===== src/asre_pkg.sv =====
package asre_pkg;

  localparam int SAMPLE_W    = 16;
  localparam int CFG_INDEX_W = 2;
  localparam int CFG_DATA_W  = 16;

  typedef logic signed [SAMPLE_W-1:0] sample_t;
  typedef logic        [SAMPLE_W-1:0] delta_t;

  typedef enum logic [CFG_INDEX_W-1:0] {
    REG_DELTA_THRESHOLD = 2'd0,
    REG_UPPER_LIMIT     = 2'd1,
    REG_LOWER_LIMIT     = 2'd2
  } cfg_index_t;

  localparam delta_t  DELTA_THRESHOLD_RESET = '0;
  localparam sample_t UPPER_LIMIT_RESET     = 16'sh7FFF;
  localparam sample_t LOWER_LIMIT_RESET     = 16'sh8000;

endpackage


===== src/asre_avg_div.sv =====
// Signed block sum divided by a constant, truncated toward zero.
// Magnitude times a rounded-up reciprocal, exact for every SUM_W-bit magnitude.
module asre_avg_div import asre_pkg::*; #(
  parameter int DIVISOR = 10,
  parameter int SUM_W   = 20
) (
  input  logic signed [SUM_W-1:0] sum_i,
  output sample_t                 avg_o
);

  localparam int SHIFT  = SUM_W + $clog2(DIVISOR);
  localparam int MUL_W  = SUM_W + 1;
  localparam int PROD_W = SUM_W + MUL_W;
  localparam logic [MUL_W-1:0] RECIP =
    MUL_W'(((64'd1 << SHIFT) + 64'(DIVISOR) - 64'd1) / 64'(DIVISOR));

  logic               neg;
  logic [SUM_W-1:0]   mag;
  logic [PROD_W-1:0]  prod;
  logic [SAMPLE_W-1:0] qmag;

  always_comb begin
    neg  = sum_i[SUM_W-1];
    mag  = neg ? SUM_W'(-sum_i) : SUM_W'(sum_i);
    prod = PROD_W'(mag) * PROD_W'(RECIP);
    qmag = prod[SHIFT +: SAMPLE_W];
    avg_o = neg ? sample_t'(-qmag) : sample_t'(qmag);
  end

endmodule


===== src/averaged_sensor_range_event_unit.sv =====
// Channel | Dir | Handshake           | Word
// in      | in  | in_valid/in_ready   | in_sample
// out     | out | out_valid/out_ready | out_reported_value, out_range_event
// cfg     | in  | cfg_we              | cfg_index, cfg_wdata
//
// One sample per cycle sustained while out_ready holds; an accepted word passes
// the input register, then the result register, before result valid. Input register,
// then the update logic (sum add, constant-divide multiply, compare), registered
// into the result register together with the state. rst_n is synchronous: clears
// both stage valid bits, state and config registers. A stalled result holds only
// the update stage; the input register still takes one more word if it is empty.
module averaged_sensor_range_event_unit import asre_pkg::*; #(
  parameter int AVERAGE_COUNT = 10
) (
  input  logic                   clk,
  input  logic                   rst_n,
  input  logic                   in_valid,
  output logic                   in_ready,
  input  sample_t                in_sample,
  output logic                   out_valid,
  input  logic                   out_ready,
  output sample_t                out_reported_value,
  output logic                   out_range_event,
  input  logic                   cfg_we,
  input  logic [CFG_INDEX_W-1:0] cfg_index,
  input  logic [CFG_DATA_W-1:0]  cfg_wdata
);

  localparam int CNT_W = $clog2(AVERAGE_COUNT);
  localparam int SUM_W = SAMPLE_W + $clog2(AVERAGE_COUNT);
  localparam logic [CNT_W-1:0] CNT_LAST = CNT_W'(AVERAGE_COUNT - 1);

  // config
  delta_t  delta_thr_r;
  sample_t upper_r;
  sample_t lower_r;

  // pipeline
  logic    s1_valid_r;
  sample_t s1_sample_r;
  logic    out_valid_r;
  sample_t out_value_r, out_value_nxt;
  logic    out_event_r, out_event_nxt;

  // state
  logic                    first_r, first_nxt;
  sample_t                 held_r, held_nxt;
  logic signed [SUM_W-1:0] sum_r, sum_nxt;
  logic [CNT_W-1:0]        cnt_r, cnt_nxt;

  logic                    s2_load;
  logic                    exec;
  logic signed [SUM_W-1:0] sum_add;
  sample_t                 avg;
  logic signed [SAMPLE_W:0] diff;
  logic [SAMPLE_W:0]       diff_mag;
  delta_t                  delta;
  logic                    hit;

  assign s2_load  = !out_valid_r || out_ready;
  assign in_ready = !s1_valid_r || s2_load;
  assign exec     = s1_valid_r && s2_load;

  assign out_valid          = out_valid_r;
  assign out_reported_value = out_value_r;
  assign out_range_event    = out_event_r;

  assign sum_add = sum_r + SUM_W'(s1_sample_r);

  asre_avg_div #(
    .DIVISOR (AVERAGE_COUNT),
    .SUM_W   (SUM_W)
  ) u_avg_div (
    .sum_i (sum_add),
    .avg_o (avg)
  );

  always_comb begin
    diff     = $signed({s1_sample_r[SAMPLE_W-1], s1_sample_r})
             - $signed({held_r[SAMPLE_W-1], held_r});
    diff_mag = diff[SAMPLE_W] ? (SAMPLE_W+1)'(-diff) : (SAMPLE_W+1)'(diff);
    delta    = diff_mag[SAMPLE_W-1:0];
    hit      = (delta >= delta_thr_r) &&
               ((s1_sample_r >= upper_r) || (s1_sample_r <= lower_r));
  end

  always_comb begin
    first_nxt     = first_r;
    held_nxt      = held_r;
    sum_nxt       = sum_r;
    cnt_nxt       = cnt_r;
    out_event_nxt = 1'b0;
    if (first_r) begin
      first_nxt     = 1'b0;
      held_nxt      = s1_sample_r;
      out_event_nxt = 1'b1;
    end else begin
      if (cnt_r == CNT_LAST) begin
        held_nxt = avg;
        sum_nxt  = '0;
        cnt_nxt  = '0;
      end else begin
        sum_nxt = sum_add;
        cnt_nxt = cnt_r + 1'b1;
      end
      // event overrides a block average formed on the same word
      if (hit) begin
        held_nxt      = s1_sample_r;
        out_event_nxt = 1'b1;
      end
    end
    out_value_nxt = held_nxt;
  end

  always_ff @(posedge clk) begin
    if (!rst_n) begin
      delta_thr_r <= DELTA_THRESHOLD_RESET;
      upper_r     <= UPPER_LIMIT_RESET;
      lower_r     <= LOWER_LIMIT_RESET;
      s1_valid_r  <= 1'b0;
      out_valid_r <= 1'b0;
      first_r     <= 1'b1;
      held_r      <= '0;
      sum_r       <= '0;
      cnt_r       <= '0;
    end else begin
      if (cfg_we) begin
        unique case (cfg_index_t'(cfg_index))
          REG_DELTA_THRESHOLD: delta_thr_r <= delta_t'(cfg_wdata);
          REG_UPPER_LIMIT:     upper_r     <= sample_t'(cfg_wdata);
          REG_LOWER_LIMIT:     lower_r     <= sample_t'(cfg_wdata);
          default: ;
        endcase
      end
      if (in_ready) begin
        s1_valid_r <= in_valid;
      end
      if (s2_load) begin
        out_valid_r <= s1_valid_r;
      end
      if (exec) begin
        first_r <= first_nxt;
        held_r  <= held_nxt;
        sum_r   <= sum_nxt;
        cnt_r   <= cnt_nxt;
      end
    end
  end

  always_ff @(posedge clk) begin
    if (in_valid && in_ready) begin
      s1_sample_r <= in_sample;
    end
    if (exec) begin
      out_value_r <= out_value_nxt;
      out_event_r <= out_event_nxt;
    end
  end

endmodule


===== config.mk =====
export PLATFORM = sky130hd
export DESIGN_NAME = averaged_sensor_range_event_unit
export DESIGN_NICKNAME = d
export VERILOG_FILES = /design/src/asre_pkg.sv /design/src/asre_avg_div.sv /design/src/averaged_sensor_range_event_unit.sv
export SDC_FILE = /design/constraint.sdc
export NUM_CORES = 1
export LEC_CHECK = 0
export BUFFER_PORTS_ARGS = -buffer_cell sky130_fd_sc_hd__buf_2
export CAP_MARGIN = 20
export CELL_PAD_IN_SITES_DETAIL_PLACEMENT = 0
export CELL_PAD_IN_SITES_GLOBAL_PLACEMENT = 1
export CORE_MARGIN = 10
export CORE_UTILIZATION = 50
export CTS_CLUSTER_DIAMETER = 40
export DETAILED_ROUTE_END_ITERATION = 16
export GPL_TIMING_DRIVEN = 0
export PLACE_DENSITY = 0.93
export SYNTH_ARGS = -nofsm -noshare
export SYNTH_HDL_FRONTEND = slang
export SYNTH_SLANG_ARGS = --single-unit

===== constraint.sdc =====
create_clock -name clk -period 27.8 [get_ports clk]
set_input_delay 1.39 -clock clk [delete_from_list [all_inputs] [get_ports clk]]
set_output_delay 1.39 -clock clk [all_outputs]
set_load 0.01 [all_outputs]

==> Word-level counts from Yosys, hierarchy flattened <==
Cells that the tools add are included.
{ "totals": {"wordCells": 48, "out_inout_bits": 19, "inputBits": 39, "regBits": 124} }
{ "classes": {"reduce_logical": 13, "n_addsub": 6, "n_mux": 9, "n_eq_ne": 3, "bitwise": 1, "mul": 1, "magnitude_cmp": 3} }
{ "ops": {"columns": ["operator", "n"], "rows": [
  ["$mux W16", 5],
  ["$mux W20", 2],
  ["$mul A20 B20 Y39 const B", 1],
  ["$ge A16 B16 Y1", 2],
  ["$neg A16 Y16", 2],
  ["$add A20 B16 Y20", 1],
  ["$neg A20 Y20", 1],
  ["$sub A16 B16 Y17", 1],
  ["$le A16 B16 Y1", 1],
  ["$reduce_and A2 Y1", 4],
  ["$add A4 B1 Y4 const B", 1],
  ["$eq A4 B4 Y1 const B", 1],
  ["$mux W4", 1],
  ["$logic_and A1 B1 Y1", 3],
  ["$logic_or A1 B1 Y1", 3],
  ["$eq A2 B1 Y1 const B", 1],
  ["$eq A2 B2 Y1 const B", 1],
  ["$logic_not A1 Y1", 2],
  ["$logic_not A2 Y1", 1],
  ["$mux W1", 1],
  ["$not A1 Y1", 1]
]} }

==> Logic depth before layout (Yosys ltp) <==
Gate-level depths: netlist of the first run.
{ "depth": {"ltp_word": 9, "depth_mapped": 41, "ltp_nobuf": 40} }

==> By module <==
A second synthesis of the first run with hierarchy kept.
{ "unflattened": {"cells_unflattened": 1891, "area_unflattened_um2": 16520.8} }
{ "modules_own_cells": {"columns": ["mod", "cells_per_inst", "n_inst", "seq_area_each_um2", "area_each_um2"], "rows": [
  ["averaged_sensor_range_event_unit", 992, 1, 2812.7, 8346.8],
  ["asre_avg_div", 899, 1, 0.0, 8174.1]
]} }

==> Least setup slack after synthesis of the first run <==
No wires, ideal clock.
{ "synth_path": {"kind": "register -> register", "from": "register s1_sample_r[0]", "to": "register out_value_r[14] (netlist: out_reported_value[14]), data pin", "path_stages_with_launch": 38, "required_ns": 27.538, "arrival_time_ns": 9.717, "setup_time_ns": 0.262, "path_slack_ns": 17.821, "synth_period_minus_slack_ns": 9.979, "path_buffers": 0, "cell_sequence": "edfxtp_1 -> ha_1 -> fa_1 -> a21o_1 -> a21oi_4 -> o21bai_1 -> a21oi_1 -> xnor2_1 -> or4b_2 -> nor2_1 -> nand4bb_1 -> o31a_1 -> xnor2_1 -> inv_1 -> ha_1 -> fa_1 -> ha_1 -> inv_1 -> [2 not listed] -> fa_1 -> fa_1 -> inv_1 -> fa_1 -> inv_1 -> ha_1 -> nand2_1 -> nor4_1 -> o311a_1 -> a211oi_1 -> or3_1 -> o41ai_1 -> xnor2_1 -> nor4b_1 -> a41oi_1 -> xor2_1 -> o21ai_0 -> nand2_1"} }
{ "synth_between": {"elab_chain_cells": 9, "word_cells_on_any_way": 17, "classes_between": "5 x add/sub; 1 x mul; 3 x order compare; 6 x mux; 2 x reduce/logical"} }
{ "synth_lines": {"columns": ["item", "line", "source"], "rows": [
  ["start, declared", "averaged_sensor_range_event_unit.sv:40", "sample_t s1_sample_r;"],
  ["start signal, assigned", "averaged_sensor_range_event_unit.sv:152", "s1_sample_r <= in_sample;"],
  ["$add A20 B16 Y20", "averaged_sensor_range_event_unit.sv:68", "assign sum_add = sum_r + SUM_W'(s1_sample_r);"],
  ["$neg A20 Y20", "asre_avg_div.sv:24", "mag = neg ? SUM_W'(-sum_i) : SUM_W'(sum_i);"],
  ["$mux W20", "asre_avg_div.sv:24", null],
  ["$mul A20 B20 Y39", "asre_avg_div.sv:25", "prod = PROD_W'(mag) * PROD_W'(RECIP);"],
  ["$neg A16 Y16", "asre_avg_div.sv:27", "avg_o = neg ? sample_t'(-qmag) : sample_t'(qmag);"],
  ["$mux W16", "asre_avg_div.sv:27", null],
  ["$mux W16", "averaged_sensor_range_event_unit.sv:98", "if (cnt_r == CNT_LAST) begin"],
  ["$mux W16 (*)", "averaged_sensor_range_event_unit.sv:107", "if (hit) begin"],
  ["$mux W16 (*)", "averaged_sensor_range_event_unit.sv:93", "if (first_r) begin"],
  ["via held_nxt[14]", "averaged_sensor_range_event_unit.sv:47", "sample_t held_r, held_nxt;"],
  ["end signal, assigned", "averaged_sensor_range_event_unit.sv:155", "out_value_r <= out_value_nxt;"],
  ["end, declared", "averaged_sensor_range_event_unit.sv:42", "sample_t out_value_r, out_value_nxt;"]
]} }
Mark *: on every way through the listed nets, which the timed path passes. The rest lies on a longest branch.
A chain may end at the register's enable or synchronous reset.

==> Worst setup path in the final report of the first run <==
{ "layout_path": {"from": "register s1_sample_r[0]", "to": "register out_value_r[15] (netlist: out_reported_value[15]), data pin"} }
Same word-level chain as after synthesis.

==> run metrics, run 1 <==
syn_nets 2337; Seq. cell area 2810 sq um; Tcrit/Tclk final 43.6%; share of layout cells above drive strength 1 6.23%; max_slew headroom 28.5%; WP data arrival 12.25 ns; Worst Skew 0.0131 ns; Worst Hold Class reg -> reg; CP Capture Type flip-flop; largest cells by area after synthesis ha_1 (21%), fa_1 (17%), dfxtp_1 (11%); hold buffer count at CTS 0; leading cell types in the layout, fill and taps excluded inv_1 (343), ha_1 (274), nand2_1 (184); largest net degree at the start of global routing 20; number of synthesized flops with an enable pin 33; CP max stage cell nor4_1; grt met2 use 33.8%; Total Routing Usage GR 22.6%; Layout Nets 2413; top cell type's share of synthesized area 20.8%; DIE AREA 40600 sq um; FP Rows 66; CTS clock-pin slew for the worst setup and hold paths 0.06 ns; met1 Resource Use GR 31.4%; run status complete, no violations; instance count of the mapped netlist 1886; clk buf depth 2; total wire length 46200 um; Max stage delay on crit path 0.82 ns; Vias/cell 5.72; FMAX 82.6 MHz; vias post-DR 13800; TritonRoute pass-1 iters 6; IO buf count 56; Max Cap Viol 0; multi-input logic area 12200 sq um; Root Driver clkbuf_16; TritonCTS clock tree built; most frequent CP cell fa_1; CP Class reg -> reg; crit path buf inv count 5; antenna fix cells 0; starting density of the core 50.6%; mapped cell area 16500 sq um; cts repair resizes 0; dpl hpwl 38700 um; cell taking the most area after synthesis ha_1; sequential area share after synthesis 17.1%; clk sink count 124; antenna violations before repair 1; Setup crit start kind flip-flop; Die Span X 201 um; busiest grt layer met2; Final min period 12.11 ns; CTS H-tree lvls 4; RSZ-0062 raised after global routing false; Syn Area/Cell 8.73 sq um; Remaining DRCs 0; worst slew pin tran 1.07 ns; post-CTS setup buffers 0; Area growth, synth to finish 8.79%; Synth Flop Type dfxtp_1; grt ovf 0; Fin Setup TNS 0 ns; Max Transition Viols Final 0; CTS buffer count 17; synthesis warning total 0; post-route ant nets 0; met3 Resource Use GR 6.73%; maximum fanout along the worst path 5; Initial DRC Count 1164; Filler cells 2970; endpoints failing setup 0; Req. time, crit path 27.95 ns; number of global-route vias before repair 13700; CP top delay family adder cells; GPL Wtd Cong 0.975; routed length per instance 19.1 um; Distinct cells, synth 83; first-pass GRT wire length 73300 um; post-synthesis async set-or-reset flop share 0%; commonest non-fill, non-tap cell in the layout inv_1; core area 32500 sq um; IO Count 58; final hold violations 0; height of the die 201 um; Worst-Skew Late Latency 0.44 ns; flops & latches, synth 124
==> worst min-delay path, stage by stage, from the launching register on <==
cell	delay, ns
dfxtp_1	0.31
nand2_1	0.05
a21boi_0	0.06
==> stage by stage <==
step                      utilization (%)  cell area (sq um)  setup slack (ns)  std cells  hold WS [ns]
after floorplan                         -              16500             17.82       1886         0.443
after global placement               53.1              17300             16.17       2384         0.451
after detailed placement             53.2              17300             15.90       2385         0.457
after CTS                            55.0              17900             15.85       2417         0.466
after global routing                 55.0              17900             14.97       2417         0.489
final                                55.0              17900             15.69       2417         0.466
==> cell type report <==
class                   count  share of cell area [%]
clock inverters            15                   0.964
plain buffers              46                    1.04
flip-flops and latches    124                    15.7
multi-input cells        1373                    68.0
inverters                 343                    7.19
clock buffers              17                    2.38
well taps                 442                    3.09
repair buffers             57                    1.65
==> Yosys cell counts (6+ instances only) <==
cell type / n
a21boi_0: 42
o211ai_1: 24
a21o_1: 38
dfxtp_1: 91
nor3_1: 30
a21oi_1: 72
ha_1: 274
o21a_1: 16
nor4_1: 9
a221o_1: 6
xor2_1: 35
nand3b_1: 6
xnor2_1: 75
a22oi_1: 16
edfxtp_1: 33
or3_1: 12
inv_1: 343
nand3_1: 28
o31ai_1: 13
or2_2: 6
nor2_1: 65
a31o_2: 6
o221ai_1: 6
clkbuf_1: 40
and4_1: 8
nand4_1: 13
nand2_1: 184
and2_1: 13
a211oi_1: 13
nand2b_1: 11
and3_1: 8
a31oi_1: 19
nor2b_1: 26
o21bai_1: 11
fa_1: 138
o21ai_0: 69
==> sequential cells by signal, indices dropped and copies added, names as in the netlist, 4 cells and up <==
register,flops
sum_r,20
delta_thr_r,16
held_r,16
lower_r,16
out_reported_value,16
s1_sample_r,16
upper_r,16
cnt_r,4
==> kinds of logic after synthesis <==
logic type	after synthesis	synth area share (%)
compound gates	396	16.5
xor+xnor	112	6.05
fa+ha+maj	412	37.6
buf+inv	389	8.96
flops	124	17.1
mux	8	0.509
simple gates	445	13.3
==> layer usage <==
layer,vias to the layer above,part of all wire (%)
met4,2,1.5
met2,474,43
met3,50,9.6
met1,6730,46
li1,6569,-
met5,-,0.028
==> final timing paths <==
| kind | end | cells past startpoint | startpoint | slack [ns] |
|---|---|---|---|---|
| setup / recovery | out_reported_value[15]$_DFFE_PP_ | 36 | s1_sample_r[0]$_DFFE_PP_ | 15.69 |
| hold / removal | delta_thr_r[4]$_SDFFE_PN0P_ | 2 | delta_thr_r[4]$_SDFFE_PN0P_ | 0.47 |
| setup reg to reg | out_reported_value[15]$_DFFE_PP_ | 36 | s1_sample_r[0]$_DFFE_PP_ | 15.69 |
| hold reg to reg | delta_thr_r[4]$_SDFFE_PN0P_ | 2 | delta_thr_r[4]$_SDFFE_PN0P_ | 0.47 |
Power of run 1 is left out: the tool's default activity adds up to more than one toggle a clock period on the data nets, which glitch-free logic cannot reach.
==> run 2, diff against run 1 <==
CORE_UTILIZATION = 45   (was 50)
PLACE_DENSITY = 0.89   (was 0.93)
clock period = 10.4 ns   (was 27.8 ns; I/O delays follow)
==> run metrics, run 2 (synthesized netlist as in run 1, its figures left out) <==
hold buffer count at CTS 0 (unchanged); final worst slack 0.190 ns (was 15.69 ns); number of global-route vias before repair 14000 (was 13700); maximum fanout along the worst path 9 (was 5); Tcrit/Tclk final 98.2% (was 43.6%); Area growth, synth to finish 19.2% (was 8.79%); antenna violations before repair 2 (was 1); Die Span X 211 um (was 201 um); run status complete, no violations (unchanged); Total Routing Usage GR 21.6% (was 22.6%); Filler cells 3111 (was 2970); Worst Skew 0.0163 ns (was 0.0131 ns); Final min period 10.21 ns (was 12.11 ns); total wire length 49200 um (was 46200 um); Layout Nets 2475 (was 2413); final hold violations 0 (unchanged); DR top layer met5 (unchanged); first-pass GRT wire length 76000 um (was 73300 um); max_slew headroom 39.2% (was 28.5%); Max Cap Viol 0 (unchanged); worst slew pin tran 0.908 ns (was 1.07 ns); CTS buffer count 17 (unchanged); DP Cell Count 2404 (was 2385); vias post-DR 14200 (was 13800); share of layout cells above drive strength 1 16.7% (was 6.23%); Remaining DRCs 0 (unchanged); Biggest register sum_r (unchanged); CP Class reg -> reg (unchanged); WP data arrival 10.39 ns (was 12.25 ns); CTS clock-pin slew for the worst setup and hold paths 0.06 ns (about the same); leading cell types in the layout, fill and taps excluded inv_1 (338), ha_1 (243), nand2_1 (178) (was inv_1 (343), ha_1 (274), nand2_1 (184)); core area 35800 sq um (was 32500 sq um); CTS H-tree lvls 4 (unchanged); routed length per instance 19.7 um (was 19.1 um); Req. time, crit path 10.58 ns (was 27.95 ns); endpoints failing setup 0 (unchanged); dpl cell area 17300 sq um (about the same); antenna fix cells 0 (unchanged); CP Capture Type flip-flop (unchanged); IO buf count 56 (unchanged); FMAX 97.9 MHz (was 82.6 MHz); Vias/cell 5.70 (was 5.72); design area 19600 sq um (was 17900 sq um); grt ovf 0 (unchanged); height of the die 211 um (was 201 um); DIE AREA 44600 sq um (was 40600 sq um); pre-CTS setup slack -1.34 ns (was 15.90 ns); largest net degree at the start of global routing 17 (was 20); clk sink count 124 (unchanged); TritonRoute pass-1 iters 6 (unchanged); metal3 WL 5140 um (was 4440 um); starting density of the core 45.9% (was 50.6%); Worst Hold Class in -> reg (was reg -> reg); FP Rows 69 (was 66); Metal-1 WL 21700 um (was 21200 um); RSZ-0062 raised after global routing true (was false); Setup crit start kind flip-flop (unchanged); most frequent CP cell inv_1 (was fa_1); commonest non-fill, non-tap cell in the layout inv_1 (unchanged); Root Driver clkbuf_16 (unchanged); TritonCTS clock tree built (unchanged); IO Count 58 (unchanged); WL met2 21500 um (was 19900 um); Finished Layout Cells 2498 (was 2417); Max stage delay on crit path 0.61 ns (was 0.82 ns); post-route ant nets 0 (unchanged); dpl hpwl 39500 um (was 38700 um); Initial DRC Count 1232 (was 1164); Worst-Skew Late Latency 0.43 ns (was 0.44 ns); clk buf depth 2 (unchanged); Largest register FFs 20 (unchanged); GPL Wtd Cong 1.00 (was 0.975); CP max stage cell fa_2 (was nor4_1); Max Transition Viols Final 0 (unchanged)
-- run 2: changes by cell type in the layout (fill, tap and decap cells not counted), sizes merged --
cell,previous run,this run
clkinv,3,4
buf,63,129
clkbuf,57,54
bufinv,1,2
inv,352,349
-- run 2: area by class of cell --
cell class	count	area (sq um)	share of cell area, %
Multi-Input combinational cell	1373	13400	68.1
Sequential cell	124	2810	14.3
Inverter	343	1290	6.56
Timing Repair Buffer	123	807	4.11
Tap cell	461	577	2.94
Clock buffer	18	429	2.19
Buffer	42	179	0.912
Clock inverter	14	158	0.804
-- run 2: worst max-delay path, delay by kind of cell, from the launching register on --
family          cells  cell delay (ns)
fa+ha+maj           9             3.93
compound gates     13             2.59
simple gates        4             1.29
xor+xnor            4             0.90
buf+inv             7             0.65
flops               1             0.58
-- run 2: per-stage QoR --
step	hold WS, ns	utilization (%)	TNS (ns)
5_1_grt	0.257	54.8	-0.360
3_3_place_gp	0.454	48.3	-24.17
6_report	0.266	54.8	0
3_5_place_dp	0.460	48.4	-25.82
2_1_floorplan	0.443	-	0
4_1_cts	0.258	51.7	0
-- run 2: worst paths after layout --
path | from | end | slack (ns) | depth (start not counted)
worst min register to register | lower_r[4]$_SDFFE_PN0P_ | lower_r[4]$_SDFFE_PN0P_ | 0.46 | 2
worst min-delay path | in_sample[8] | s1_sample_r[8]$_DFFE_PP_ | 0.27 | 1
worst max register to register | s1_sample_r[3]$_DFFE_PP_ | out_reported_value[9]$_DFFE_PP_ | 0.19 | 37
worst max-delay path | s1_sample_r[3]$_DFFE_PP_ | out_reported_value[9]$_DFFE_PP_ | 0.19 | 37
-- run 2: metal layers --
layer	vias up	global-route usage, %
met2	556	32.6
met1	6903	30.0
met5	-	0
li1	6698	-
met4	4	3.60
met3	66	6.88
-- run 2: timing repair --
item	4_1_cts	5_1_grt
endpoints found under the setup margin	30	29
setup buffers	20	46
gates resized for setup	87	134
pin swaps	17	70
Power of run 2 is left out for the same reason.
